**config.mk**
```make
export PLATFORM = sky130hd
export DESIGN_NAME = mf3a_filter
export DESIGN_NICKNAME = d
export VERILOG_FILES = /design/src/mf3a_pkg.sv /design/src/mf3a_filter.sv
export SDC_FILE = /design/constraint.sdc
export NUM_CORES = 1
export LEC_CHECK = 0
export BUFFER_PORTS_ARGS = -buffer_cell sky130_fd_sc_hd__clkbuf_2
export CAP_MARGIN = 20
export CORE_ASPECT_RATIO = 0.75
export CORE_UTILIZATION = 30
export CTS_CLUSTER_SIZE = 40
export DETAILED_ROUTE_END_ITERATION = 8
export MAX_ROUTING_LAYER = met4
export PLACE_DENSITY = 0.48
export SLEW_MARGIN = 10
export SYNTH_ARGS = -nofsm -noshare
export SYNTH_HDL_FRONTEND = slang
export SYNTH_SLANG_ARGS = --single-unit
```
**constraint.sdc**
```tcl
create_clock -name i_clk -period 8.9 [get_ports i_clk]
set_input_delay 0.445 -clock i_clk [delete_from_list [all_inputs] [get_ports i_clk]]
set_output_delay 0.445 -clock i_clk [all_outputs]
set_load 0.01 [all_outputs]
```
**src/mf3a_pkg.sv**
```systemverilog
// Shared constants and types of the adaptive 3x3 median filter.
// No dependencies; every other file of the block imports it.
package mf3a_pkg;

    localparam int COL_BITS      = 12;
    localparam int ROW_BITS      = 16;
    localparam int WIDTH_BITS    = 13;
    localparam int CFG_IDX_BITS  = 2;
    localparam int CFG_DATA_BITS = 16;
    localparam int OQ_DEPTH      = 8;
    localparam int OQ_AW         = $clog2(OQ_DEPTH);

    typedef struct packed {
        logic [COL_BITS-1:0] col;
        logic [ROW_BITS-1:0] row;
        logic                frame_end;
    } t_meta;

endpackage

```
**src/mf3a_filter.sv**
```systemverilog
// Three-stage median datapath: column sort, column combine, final median
// with adaptive switching. Depends on mf3a_pkg.
module mf3a_filter #(
    parameter int PIXEL_BITS = 16
) (
    input  logic                                i_clk,
    input  logic                                i_rst_n,
    input  logic                                i_valid,
    input  logic [2:0][2:0][PIXEL_BITS-1:0]     i_win,
    input  mf3a_pkg::t_meta                     i_meta,
    input  logic                                i_adapt,
    output logic                                o_valid,
    output logic signed [PIXEL_BITS-1:0]        o_pix,
    output mf3a_pkg::t_meta                     o_meta
);
    import mf3a_pkg::*;

    typedef logic signed [PIXEL_BITS-1:0] t_pix;

    function automatic t_pix f_min(input t_pix a, input t_pix b);
        return (a < b) ? a : b;
    endfunction

    function automatic t_pix f_max(input t_pix a, input t_pix b);
        return (a > b) ? a : b;
    endfunction

    function automatic t_pix f_min3(input t_pix a, input t_pix b, input t_pix c);
        return f_min(f_min(a, b), c);
    endfunction

    function automatic t_pix f_max3(input t_pix a, input t_pix b, input t_pix c);
        return f_max(f_max(a, b), c);
    endfunction

    function automatic t_pix f_med3(input t_pix a, input t_pix b, input t_pix c);
        return f_max(f_min(a, b), f_min(f_max(a, b), c));
    endfunction

    logic  r2_valid;
    t_pix  r2_lo [3];
    t_pix  r2_md [3];
    t_pix  r2_hi [3];
    t_pix  r2_ctr;
    t_meta r2_meta;

    logic  r3_valid;
    t_pix  r3_mxlo;
    t_pix  r3_mdmd;
    t_pix  r3_mnhi;
    t_pix  r3_wmax;
    t_pix  r3_wmin;
    t_pix  r3_ctr;
    t_meta r3_meta;

    logic  r4_valid;
    t_pix  r4_pix;
    t_meta r4_meta;

    t_pix  med;

    always_ff @(posedge i_clk) begin
        if (!i_rst_n) begin
            r2_valid <= 1'b0;
            r3_valid <= 1'b0;
            r4_valid <= 1'b0;
        end else begin
            r2_valid <= i_valid;
            r3_valid <= r2_valid;
            r4_valid <= r3_valid;
        end
    end

    always_ff @(posedge i_clk) begin
        for (int j = 0; j < 3; j++) begin
            r2_lo[j] <= f_min3(i_win[0][j], i_win[1][j], i_win[2][j]);
            r2_md[j] <= f_med3(i_win[0][j], i_win[1][j], i_win[2][j]);
            r2_hi[j] <= f_max3(i_win[0][j], i_win[1][j], i_win[2][j]);
        end
        r2_ctr  <= i_win[1][1];
        r2_meta <= i_meta;
    end

    always_ff @(posedge i_clk) begin
        r3_mxlo <= f_max3(r2_lo[0], r2_lo[1], r2_lo[2]);
        r3_mdmd <= f_med3(r2_md[0], r2_md[1], r2_md[2]);
        r3_mnhi <= f_min3(r2_hi[0], r2_hi[1], r2_hi[2]);
        r3_wmax <= f_max3(r2_hi[0], r2_hi[1], r2_hi[2]);
        r3_wmin <= f_min3(r2_lo[0], r2_lo[1], r2_lo[2]);
        r3_ctr  <= r2_ctr;
        r3_meta <= r2_meta;
    end

    assign med = f_med3(r3_mxlo, r3_mdmd, r3_mnhi);

    // adaptive: keep the centre unless it is a window extreme
    always_ff @(posedge i_clk) begin
        if (i_adapt && (r3_ctr != r3_wmax) && (r3_ctr != r3_wmin)) begin
            r4_pix <= r3_ctr;
        end else begin
            r4_pix <= med;
        end
        r4_meta <= r3_meta;
    end

    assign o_valid = r4_valid;
    assign o_pix   = r4_pix;
    assign o_meta  = r4_meta;

endmodule

```
* Yosys cells after proc, flatten, opt, wreduce, memory -nomap -nowiden *
Memory sizes are Yosys's and may differ from the RTL's.
Index checks and enable logic that the tools add are counted.

storage, ports and cells
  register bits after elaboration = 218
  latch bits = 0
  RAM bits = 144
  memory bits (read-only) = 0
  input port bits = 177
  output and inout port bits = 46
  word-level logic and storage cells = 96
  memories kept = 3

operators by class
  add/sub/neg operators = 0
  multipliers = 0
  div/mod/pow operators = 0
  magnitude comparators = 34
  equal/unequal tests = 2
  shift operators = 0
  multiplexer cells = 35
  bitwise operators = 0
  reductions and logical operators = 2

memories
  name   depth  width  read ports  clocked after memory_dff  wr ports  RTL line           source
  r2_hi  3      16     3           0                         3         mf3a_filter.sv:43  t_pix r2_hi [3];
  r2_lo  3      16     3           0                         3         mf3a_filter.sv:41  t_pix r2_lo [3];
  r2_md  3      16     3           0                         3         mf3a_filter.sv:42  t_pix r2_md [3];

operator list
  cell                         number
  16-bit 2-to-1 mux            35
  16-bit > comparator          17
  16-bit less-than comparator  17
  16-bit != test               2
  1-bit logical AND            2

* Depth between registers and ports, before layout *
  depth after elaboration = 7
  gate-level depth with buffers = 34
  mapped depth without buffers = 30

* Worst setup path before layout *
Ideal clock, no wire load.

  kind = input -> register
  start = in i_win[49] in the netlist's numbering
  end = mem r2_md[0][10] in the netlist's numbering
  setup time = 0.074 ns
  arrival time = 7.219 ns
  data required time = 8.826 ns
  setup slack = 1.607 ns
  cell stages on the path = 31
  path buffers = 5
  cells stage by stage = inv_1 > ha_1 > nor2b_1 > o211ai_1 > a211oi_1 > or3_1 > buf_2 > o21ai_2 > o31a_1 > buf_2 > buf_2 > mux2_2 > ha_1 > nor2b_1 > o21a_1 > o21ai_0 > a21oi_1 > o21bai_1 > a31oi_1 > clkbuf_1 > mux2i_1 > ha_1 > a21oi_1 > nor2b_1 > o21ai_0 > a21oi_1 > a211oi_1 > mux2i_1 > a21oi_1 > clkbuf_1 > mux2i_1

RTL lines
  element             RTL line           source
  start: declaration  mf3a_filter.sv:9   input logic [2:0][2:0][PIXEL_BITS-1:0] i_win,
  end: declaration    mf3a_filter.sv:42

==> impl_metrics.ini <==
[outcome]
outcome = finished, final reports clean

[floorplanning]
die_area_mm2 = 0.07909
core_area_mm2 = 0.07707
placementRows = 88
initial_core_util_pct = 30.34
fp.dieW_um = 324.4
fp.dieH_um = 243.8
io_pins = 223

[synthesis]
synth_area_mm2 = 0.02339
avgSynthCellArea_um2 = 9.496
synth_edf_count = 0
async_flop_share_pct = 0
seq_area_frac_synth_pct = 30.99
syn_inst = 2463
syn_nets = 3017
ys_warn_count = 0
ys_seq_elements = 362
synth_commonest_cells = 377 x ha_1, 362 x dfxtp_1, 311 x inv_1
synth.area.top_cells = dfxtp_1 31%, ha_1 20%, mux2_2 11%, mux2i_1 8.8%, inv_1 5.0%
synth_top_flop_cell = dfxtp_1
synth_top_cell_by_area = dfxtp_1
synthDominantCellAreaShare_pct = 30.99
synth_cell_types = 73
yosysMostFrequentCell = ha_1

[sta]
layout_min_cycle_time_ps = 7852
setup_tns_ps = 0
finalMaxSlewViolations = 0
finalHoldViolations = 0
timing.final.crit_share_pct = 88.23
tightestPinTransition_ps = 1095
fmax_mhz = 127.4
finClkSkew_ps = 22.92
timing.slew.headroom_pct = 27.01
final-setup-viol-count = 0
rsz0062_at_grt = no
timing.hold.ws_ps = 39.01

[layout]
layout.nets = 3272
syn2layout_area_growth_pct = 17.27
drive_above_1_share_pct = 20.95

[route]
drc = 0
viasPerCell = 5.004
drt_iter0_markers = 1340
wl_per_cell_um = 21.67
vias = 18950
antenna_left = 0
totalWireLength_mm = 82.08
first_pass_iters = 5

[worst_hold_path]
holdCritPathClass = in -> reg
hp-start = i_win[78]

[global_routing]
track_usage_pct = 20.88
overflow = 0
grt_max_degree = 34
grt_pass1_wl_mm = 119.8
grt_antenna_before_repair = 20
grt_pass1_vias = 18690

[cts]
cts_hold_buffers = 29
cts.reportedPaths.clkPinSlew_ps = 60
clk_root_buffer_cell = clkbuf_16
cts_buffers = 40
tritoncts = yes
cts_sinks = 362
post-cts-setup-buffers = 0
clk_latency_ps = 570
cts_buffer_depth = 3
cts_resized = 0
h-tree-depth = 2

[worst_setup_path]
worstSetupPathType = in -> reg
end_kind = register
crit_start = i_win[63]
critPathMaxStageDelay_ps = 760
r2r-start = r3_mdmd[5]
worst-endpoint-arrival_ps = 8250
cp_slowest_cell = o31a_1
worstPathRequired_ps = 9290
startpoint_type = primary input
crit_fanout = 18
regToRegSetupSlack_ps = 1050

[placed_design]
globalplace.congestion = 0.9525
dp_hpwl_mm = 70.01
port_buffers = 222

[flow_run]
cap_violations = 0
layer usage:
metal	share of wire [%]	routed length (µm)	vias to the layer above	global-route usage, %
met4	2.0	1627	0	4.809
met1	51	41640	8991	30.63
met5	0	0	-	-
li1	-	-	9302	-
met3	7.1	5801	75	3.509
met2	40	33020	584	29.27
registers in the layout, indices dropped and copies added, names as in the netlist, 29 cells and up:
name	flops
r2_md	48
o_meta	29
r3_meta	29
r2_lo	48
r2_hi	48
r2_meta	29
critical path, delay by kind of cell:
kind,cells,cell delay [ps]
and+or+nand+nor,8,1600
adders and majority gates,3,950
muxes,4,1510
buffers and inverters,4,760
AOI/OAI and AO/OA,10,2940
path summary, 6_finish.rpt:
| check | end | cells after the start |
|---|---|---|
| max | r2_md[0][14] | 29 |
| min | r2_ctr[14] | 1 |
| max reg2reg | o_pix[0] | 27 |
| min reg2reg | o_meta[25] | 0 |
cells in the final DEF, fill, tap and decap left out, types with 5 or more instances in the layout:
cell type | synthesis | final
clkbuf_2 | 0 | 222
buf_4 | 2 | 22
mux2_2 | 222 | 222
mux2i_1 | 205 | 203
a21o_1 | 43 | 43
clkbuf_16 | 0 | 42
nand4_1 | 58 | 58
o221ai_1 | 15 | 15
o211ai_1 | 9 | 9
nand2b_1 | 37 | 37
o31ai_1 | 6 | 5
xor2_1 | 32 | 32
nor3_1 | 23 | 23
ha_1 | 377 | 377
inv_1 | 311 | 311
o21a_1 | 17 | 17
or3_1 | 6 | 6
a211oi_1 | 11 | 11
nand3_1 | 48 | 48
and2_1 | 5 | 5
clkinv_2 | 0 | 5
or2_2 | 6 | 6
a2111oi_0 | 9 | 9
nor4_1 | 20 | 20
nand2_1 | 101 | 101
dfxtp_1 | 362 | 362
clkinv_4 | 0 | 5
mux2_4 | 10 | 10
clkbuf_8 | 0 | 6
a21oi_1 | 146 | 144
nor2_1 | 87 | 87
dlygate4sd3_1 | 0 | 29
a31oi_1 | 9 | 8
nor2b_1 | 35 | 35
o21ai_0 | 110 | 110
o22ai_1 | 8 | 8
and3_1 | 7 | 7
layout make-up:
class                           instances  area [µm²]
Antenna cell                            3       7.507
Inverter                              312        1171
Tap cell                             1035        1295
Clock buffer                           52        1149
Fill cell                            7826       49650
Sequential cell                       362        7247
Timing Repair Buffer                  275        1598
Multi-Input combinational cell       1727       14720
Clock inverter                         21       236.5
kinds of logic after synthesis:
group / synth area share (%)
AND/OR/NAND/NOR: 9.838
multiplexers: 20.10
AO/OA/AOI/OAI: 11.46
adder cells (fa/ha/maj): 20.17
buffers and inverters: 6.243
flip-flops: 30.99
XOR/XNOR: 1.198
per-stage QoR:
stage / cell area (µm²) / worst slack (ps) / instances / utilization (%)
floorplan: 23390 / 1607 / 2463 / -
global placement: 25730 / 781.5 / 3681 / 33.39
detailed placement: 25730 / 572.0 / 3681 / 33.39
CTS: 27410 / 1157 / 3783 / 35.56
global route: 27420 / 341.5 / 3784 / 35.57
finish: 27430 / 1048 / 3787 / 35.58
Power is not shown: default switching activity piles up to over one toggle a cycle in this logic, so the estimate is an artifact.
