## src/mf3a_pkg.sv

```systemverilog
// Shared constants and types of the adaptive 3x3 median filter.
// No dependencies; every other file of the block imports it.
package mf3a_pkg;

    localparam int COL_BITS      = 12;
    localparam int ROW_BITS      = 16;
    localparam int WIDTH_BITS    = 13;
    localparam int CFG_IDX_BITS  = 2;
    localparam int CFG_DATA_BITS = 16;
    localparam int OQ_DEPTH      = 8;
    localparam int OQ_AW         = $clog2(OQ_DEPTH);

    typedef struct packed {
        logic [COL_BITS-1:0] col;
        logic [ROW_BITS-1:0] row;
        logic                frame_end;
    } t_meta;

endpackage

```

## src/mf3a_if.sv

```systemverilog


interface mf3a_res_if #(
    parameter int PIXEL_BITS = 16
) ();
    import mf3a_pkg::*;

    logic                         valid;
    logic                         ready;
    logic signed [PIXEL_BITS-1:0] filtered;
    logic [COL_BITS-1:0]          out_col;
    logic [ROW_BITS-1:0]          out_row;
    logic                         frame_end;

    modport source (output valid, filtered, out_col, out_row, frame_end, input ready);
    modport sink   (input valid, filtered, out_col, out_row, frame_end, output ready);
endinterface

```

## src/mf3a_ofifo.sv

```systemverilog
// Output queue of result words that drives the result stream.
// Depends on mf3a_pkg and mf3a_res_if; the producer never overfills it.
module mf3a_ofifo #(
    parameter int PIXEL_BITS = 16
) (
    input  logic                         i_clk,
    input  logic                         i_rst_n,
    input  logic                         i_push,
    input  logic signed [PIXEL_BITS-1:0] i_pix,
    input  mf3a_pkg::t_meta              i_meta,
    mf3a_res_if.source                   o_res
);
    import mf3a_pkg::*;

    logic [PIXEL_BITS-1:0] r_pix  [OQ_DEPTH];
    t_meta                 r_meta [OQ_DEPTH];
    logic [OQ_AW-1:0]      r_wp;
    logic [OQ_AW-1:0]      r_rp;
    logic [OQ_AW:0]        r_cnt;
    logic [OQ_AW:0]        n_cnt;
    logic                  pop;

    assign pop = o_res.valid && o_res.ready;

    always_comb begin
        n_cnt = r_cnt;
        if (i_push && !pop) begin
            n_cnt = r_cnt + 1'b1;
        end else if (!i_push && pop) begin
            n_cnt = r_cnt - 1'b1;
        end
    end

    always_ff @(posedge i_clk) begin
        if (!i_rst_n) begin
            r_wp  <= '0;
            r_rp  <= '0;
            r_cnt <= '0;
        end else begin
            if (i_push) begin
                r_wp <= r_wp + 1'b1;
            end
            if (pop) begin
                r_rp <= r_rp + 1'b1;
            end
            r_cnt <= n_cnt;
        end
    end

    always_ff @(posedge i_clk) begin
        if (i_push) begin
            r_pix[r_wp]  <= i_pix;
            r_meta[r_wp] <= i_meta;
        end
    end

    assign o_res.valid     = (r_cnt != '0);
    assign o_res.filtered  = $signed(r_pix[r_rp]);
    assign o_res.out_col   = r_meta[r_rp].col;
    assign o_res.out_row   = r_meta[r_rp].row;
    assign o_res.frame_end = r_meta[r_rp].frame_end;

endmodule

```

## src/flat_wrapper.sv

```systemverilog
// flat-port wrapper written by rule: the top's interface ports become plain ports
module mf3a_ofifo_flat import mf3a_pkg::*;
#(
    parameter int PIXEL_BITS = 16
)
  (i_clk, i_rst_n, i_push, i_pix, i_meta, o_res_valid, o_res_filtered, o_res_out_col, o_res_out_row, o_res_frame_end, o_res_ready);
  mf3a_res_if #(.PIXEL_BITS(PIXEL_BITS)) o_res_i ();
  input  logic i_clk;
  input  logic i_rst_n;
  input  logic i_push;
  input  logic signed [PIXEL_BITS-1:0] i_pix;
  input  mf3a_pkg::t_meta i_meta;
  output wire logic [$bits(o_res_i.valid)-1:0] o_res_valid;
  output wire logic [$bits(o_res_i.filtered)-1:0] o_res_filtered;
  output wire logic [$bits(o_res_i.out_col)-1:0] o_res_out_col;
  output wire logic [$bits(o_res_i.out_row)-1:0] o_res_out_row;
  output wire logic [$bits(o_res_i.frame_end)-1:0] o_res_frame_end;
  input wire logic [$bits(o_res_i.ready)-1:0] o_res_ready;
  assign o_res_valid = o_res_i.valid;
  assign o_res_filtered = o_res_i.filtered;
  assign o_res_out_col = o_res_i.out_col;
  assign o_res_out_row = o_res_i.out_row;
  assign o_res_frame_end = o_res_i.frame_end;
  assign o_res_i.ready = o_res_ready;
  mf3a_ofifo #(.PIXEL_BITS(PIXEL_BITS)) u_core (.i_clk(i_clk), .i_rst_n(i_rst_n), .i_push(i_push), .i_pix(i_pix), .i_meta(i_meta), .o_res(o_res_i));
endmodule
```

## config.mk

```make
export PLATFORM = sky130hd
export DESIGN_NAME = mf3a_ofifo_flat
export DESIGN_NICKNAME = d
export VERILOG_FILES = /design/src/mf3a_pkg.sv /design/src/mf3a_if.sv /design/src/mf3a_ofifo.sv /design/src/flat_wrapper.sv
export SDC_FILE = /design/constraint.sdc
export NUM_CORES = 1
export LEC_CHECK = 0
export ABC_AREA = 0
export BUFFER_PORTS_ARGS = -buffer_cell sky130_fd_sc_hd__buf_2
export CAP_MARGIN = 20
export CELL_PAD_IN_SITES_DETAIL_PLACEMENT = 0
export CELL_PAD_IN_SITES_GLOBAL_PLACEMENT = 1
export CORE_ASPECT_RATIO = 0.9
export CORE_MARGIN = 2
export CORE_UTILIZATION = 54
export DETAILED_ROUTE_END_ITERATION = 12
export PLACE_DENSITY = 0.81
export RECOVER_POWER = 100
export SETUP_SLACK_MARGIN = 0.15
export SLEW_MARGIN = 5
export SYNTH_ARGS = -nofsm -noshare
export SYNTH_HDL_FRONTEND = slang
export SYNTH_SLANG_ARGS = --single-unit
```

## constraint.sdc

```tcl
create_clock -name i_clk -period 5.2 [get_ports i_clk]
set_clock_uncertainty 0.1 [all_clocks]
set_input_delay 0 -clock i_clk [delete_from_list [all_inputs] [get_ports i_clk]]
set_output_delay 0 -clock i_clk [all_outputs]
set_load 0.005 [all_outputs]
```

Word level (Yosys, flattened, before mapping)
Memories as Yosys holds them, arrays and structs flattened. A register that Yosys moved wholly into a read port is not among the register bits.
Cells that the tools add are included.
{"block": "totals", "ram_bits": 360, "register_bits": 10, "out_inout_bits": 46, "mem_count": 2, "input_bits": 49}
{"memory": "u_core.r_meta", "words": 8, "width": 29, "rd": 1, "rd_ports_with_merged_regs": 1, "wr": 1, "line_no": "mf3a_ofifo.sv:16", "text": "t_meta r_meta [OQ_DEPTH];"}
{"memory": "u_core.r_pix", "words": 8, "width": 16, "rd": 1, "rd_ports_with_merged_regs": 1, "wr": 1, "line_no": "mf3a_ofifo.sv:15", "text": "logic [PIXEL_BITS-1:0] r_pix [OQ_DEPTH];"}
{"block": "classes", "add_sub_neg": 4, "mux": 8, "n_reduce_logical": 7}
{"op": "2-to-1 mux 3 bit", "n": 4}
{"op": "2-to-1 mux 4 bit", "n": 2}
{"op": "adder 3 x 1 -> 3 bit (second input constant)", "n": 2}
{"op": "adder 4 x 1 -> 4 bit (second input constant)", "n": 1}
{"op": "nonzero test 4 bit", "n": 1}
{"op": "subtractor 4 x 1 -> 4 bit (second input constant)", "n": 1}
{"op": "logical AND 1 bit", "n": 3}
{"op": "logical NOT 1 bit", "n": 2}
{"op": "2-to-1 mux 1 bit", "n": 2}
{"op": "nonzero test 2 bit", "n": 1}

Depth between registers and ports, before layout
{"block": "depth", "depth_word": 5, "depth_mapped": 9}

Worst setup path before layout
Ideal clock, no wire load.
{"block": "synth_timing", "kind": "register -> register", "from": "register u_core.r_wp[2]", "to": "memory u_core.r_meta[0][0] (netlist bit) (enable)", "slack_ns": 1.025, "arrival_ns": 3.572, "setup_ns": 0.503, "t_required_ns": 4.597, "stages_incl_launch_ff": 3, "n_path_buf": 0, "cell_sequence": "dfxtp_1 nand2b_1 nor3_1"}
{"element": "start, declared", "line_no": "mf3a_ofifo.sv:17", "text": "logic [OQ_AW-1:0] r_wp;"}
{"element": "start signal, assigned", "line_no": "mf3a_ofifo.sv:41", "text": "r_wp <= r_wp + 1'b1;"}
{"element": "end, declared", "line_no": "mf3a_ofifo.sv:16"}
Straight into the memory's write port.

Worst setup path after layout
{"block": "layout_timing", "from": "register u_core.r_wp[0]", "to": "memory u_core.r_meta[7][28] (netlist bit) (enable)"}
Straight into the memory's write port.

==> summary.md <==
| Metric | Value |
|---|---|
| Outcome | `complete, but fails checks` |
| Violated checks | `max-capacitance violations, max-slew violations` |
| Initial Util | `55.3%` |
| Required time worst endpoint | `5.23 ns` |
| Synth area leader | `edfxtp_1` |
| Slew Viols, Final | `173` |
| Avg WL per Cell | `23.4 microns` |
| Post-cts sizing count | `0` |
| Final setup fails | `0` |
| Mapped Nets | `644` |
| Fmax | `264 MHz` |
| Pwr dens | `437 nW/um^2` |
| Die height | `159 microns` |
| Die width | `177 microns` |
| DRC Markers | `0` |
| Hold WC Path Type | `in2reg` |
| Worst Setup Start Kind | `flip-flop` |
| Number of synthesized flops with an enable pin | `360` |
| Critical path class | `reg2reg` |
| WL final | `26500 microns` |
| Headroom to the max-slew limit | `-77.3%` |
| Root Buffer Master | `clkbuf_16` |
| Via count | `6542` |
| Peak supply drop | `0.315 mV` |
| Gpl congestion | `0.661` |
| Most numerous cell in the Yosys netlist | `edfxtp_1` |
| Detailed placer's ending HPWL | `14400 microns` |
| Total core area | `26200 sq um` |
| Pin count of the biggest net entering global routing | `68` |
| Final Core Density | `64.8%` |
| Vias in the first global route | `6822` |
| LEAKAGE | `5.54 nW` |
| Port bufs | `94` |
| Total clock sinks | `373` |
| Number of diodes | `0` |
| Htree depth | `2` |
| Avg Cell Area, Syn | `24.6 sq um` |
| RSZ-0062 raised after global routing | `no` |
| Routed Antenna Nets | `0` |
| Crit path DAT | `3.81 ns` |
| Post-synth top cells | `360 x edfxtp_1, 90 x mux4_1, 45 x mux2_2` |
| Initial DRC count | `572` |
| Die area | `28200 sq um` |
| Mapped Area | `14500 sq um` |
| Vias per cell | `5.78` |
| Ranking of synthesized cells by area | `edfxtp_1 75%, mux4_1 16%, mux2_2 3.5%` |
| Cell variety after synth | `28` |
| Fin Setup TNS | `0 ns` |
| First-pass GRT wire length | `39900 microns` |
| Cells after synthesis | `589` |
| Fin crit share | `72.9%` |
| GRT Total Usage | `19.0%` |
| Yosys reg bits | `373` |
| P&R area growth vs syn | `17.1%` |
| Clk_lat worst skew | `0.51 ns` |
| Ys flop type | `edfxtp_1` |
| Min cycle time layout | `3.79 ns` |
| Crit path max fanout | `24` |
| Reg clk slew, reported paths | `0.06 ns` |
| Area share of the largest cell type after synthesis | `74.6%` |
| Initial antenna violation count | `0` |
| Critical path capture point type | `flip-flop` |
| CTS tree | `done` |
| Row count | `56` |
| NumNets Final | `815` |
| Actual slew at the worst max-slew pin | `2.65 ns` |
| Synth async-reset ratio | `0%` |
| Final hold vios | `0` |
| Clock buffer count from CTS | `37` |
| Layout cell share with drive strength beyond 1 | `16.5%` |
| Synth Warn # | `0` |
| I/O pins | `95` |
| Post-synthesis sequential area ratio | `76.4%` |
| DR pass1 iterations | `4` |
| Clock Path Buffers | `3` |
| Max-Cap Viols | `8` |
| Grt ovf | `0` |
## flip-flops by register name, indices dropped and copies added (netlist names), named ones only
register	cells
u_core.r_cnt	4
u_core.r_pix	128
u_core.r_rp	3
u_core.r_meta	232
u_core.r_wp	3
## layout by cell type, fill, tap and decap left out, types with 4 or more instances in the layout
cell type,count
and2_0,7
buf_2,34
buf_4,4
bufinv_16,4
clkbuf_1,76
clkbuf_16,39
clkbuf_8,4
clkinv_2,6
dfxtp_1,10
dlygate4sd3_1,49
edfxtp_1,360
ha_1,5
mux2_1,15
mux2_2,30
mux4_1,90
nand2_1,7
nand2b_1,4
nor2_1,6
xnor2_1,5
## metal layers
metal	wire length, microns	share of wire [%]	up-vias	GRT usage [%]
li1	-	-	2918	-
met1	11100	42	3384	25.9
met2	13300	50	186	31.9
met3	1480	5.6	54	3.51
met4	633	2.4	0	5.37
met5	0	0	-	0
## area by class of cell
cell class / count / area [sq um]
Fill cell: 1753 / 9230
Sequential cell: 373 / 11100
Tap cell: 348 / 435
Clock buffer: 50 / 1060
Timing Repair Buffer: 159 / 987
Clock inverter: 13 / 166
Multi-Input combinational cell: 188 / 3240
Inverter: 1 / 3.75
## power breakdown
part | internal [mW] | switching, mW | leakage [nW] | total, mW
Sequential | 3.40 | 0.0906 | 3.38 | 3.49
Combinational | 0.721 | 0.546 | 1.56 | 1.27
Clock | 1.62 | 1.04 | 0.605 | 2.66
Total | 5.74 | 1.67 | 5.54 | 7.42
## path summary, 6_finish.rpt
path | startpoint | end | slack [ns] | depth (start not counted)
max | u_core.r_wp[0] | u_core.r_meta[7][28] | 1.41 | 3
min | i_meta[20] | u_core.r_meta[0][20] | 0.29 | 2
max reg2reg | u_core.r_wp[0] | u_core.r_meta[7][28] | 1.41 | 3
min reg2reg | u_core.r_cnt[3] | u_core.r_cnt[3] | 0.38 | 2
## stage by stage
step / setup WS, ns / total power [mW] / hold WS, ns / cells / cell area (sq um)
after CTS: 1.88 / 7.49 / 0.168 / 1130 / 17100
final: 1.41 / 7.42 / 0.286 / 1132 / 17000
after global routing: 1.14 / 7.69 / 0.300 / 1132 / 17000
after detailed placement: 2.42 / 4.82 / 0.171 / 1018 / 15400
after global placement: 2.43 / 4.77 / 0.149 / 1017 / 15400
after floorplan: 1.02 / 4.47 / -0.00113 / 589 / 14500
## cells by family (layout without fill, tap and decap cells)
family | after synthesis | in the layout | synth area share [%]
and+or+nand+nor | 33 | 33 | 1.17
muxes | 138 | 138 | 20.0
buffers and inverters | 28 | 223 | 1.26
adders and majority gates | 6 | 6 | 0.570
xor gates and xnor gates | 6 | 6 | 0.363
DFF | 373 | 373 | 76.4
AOI/OAI and AO/OA | 5 | 5 | 0.216
## worst max-delay path, stage by stage, from the launching register on
cell and delay [ns]:
dfxtp_1 0.48, nand2_1 0.12, nor2_1 1.74, clkbuf_2 0.93
## what timing repair did
action                     4_1_cts  5_1_grt
hold buffers                    49        0
setup endpoints to repair        0        0
hold endpoints to repair       373        0
buffers inserted                 0        0
Power figures use the tool's default switching activity.
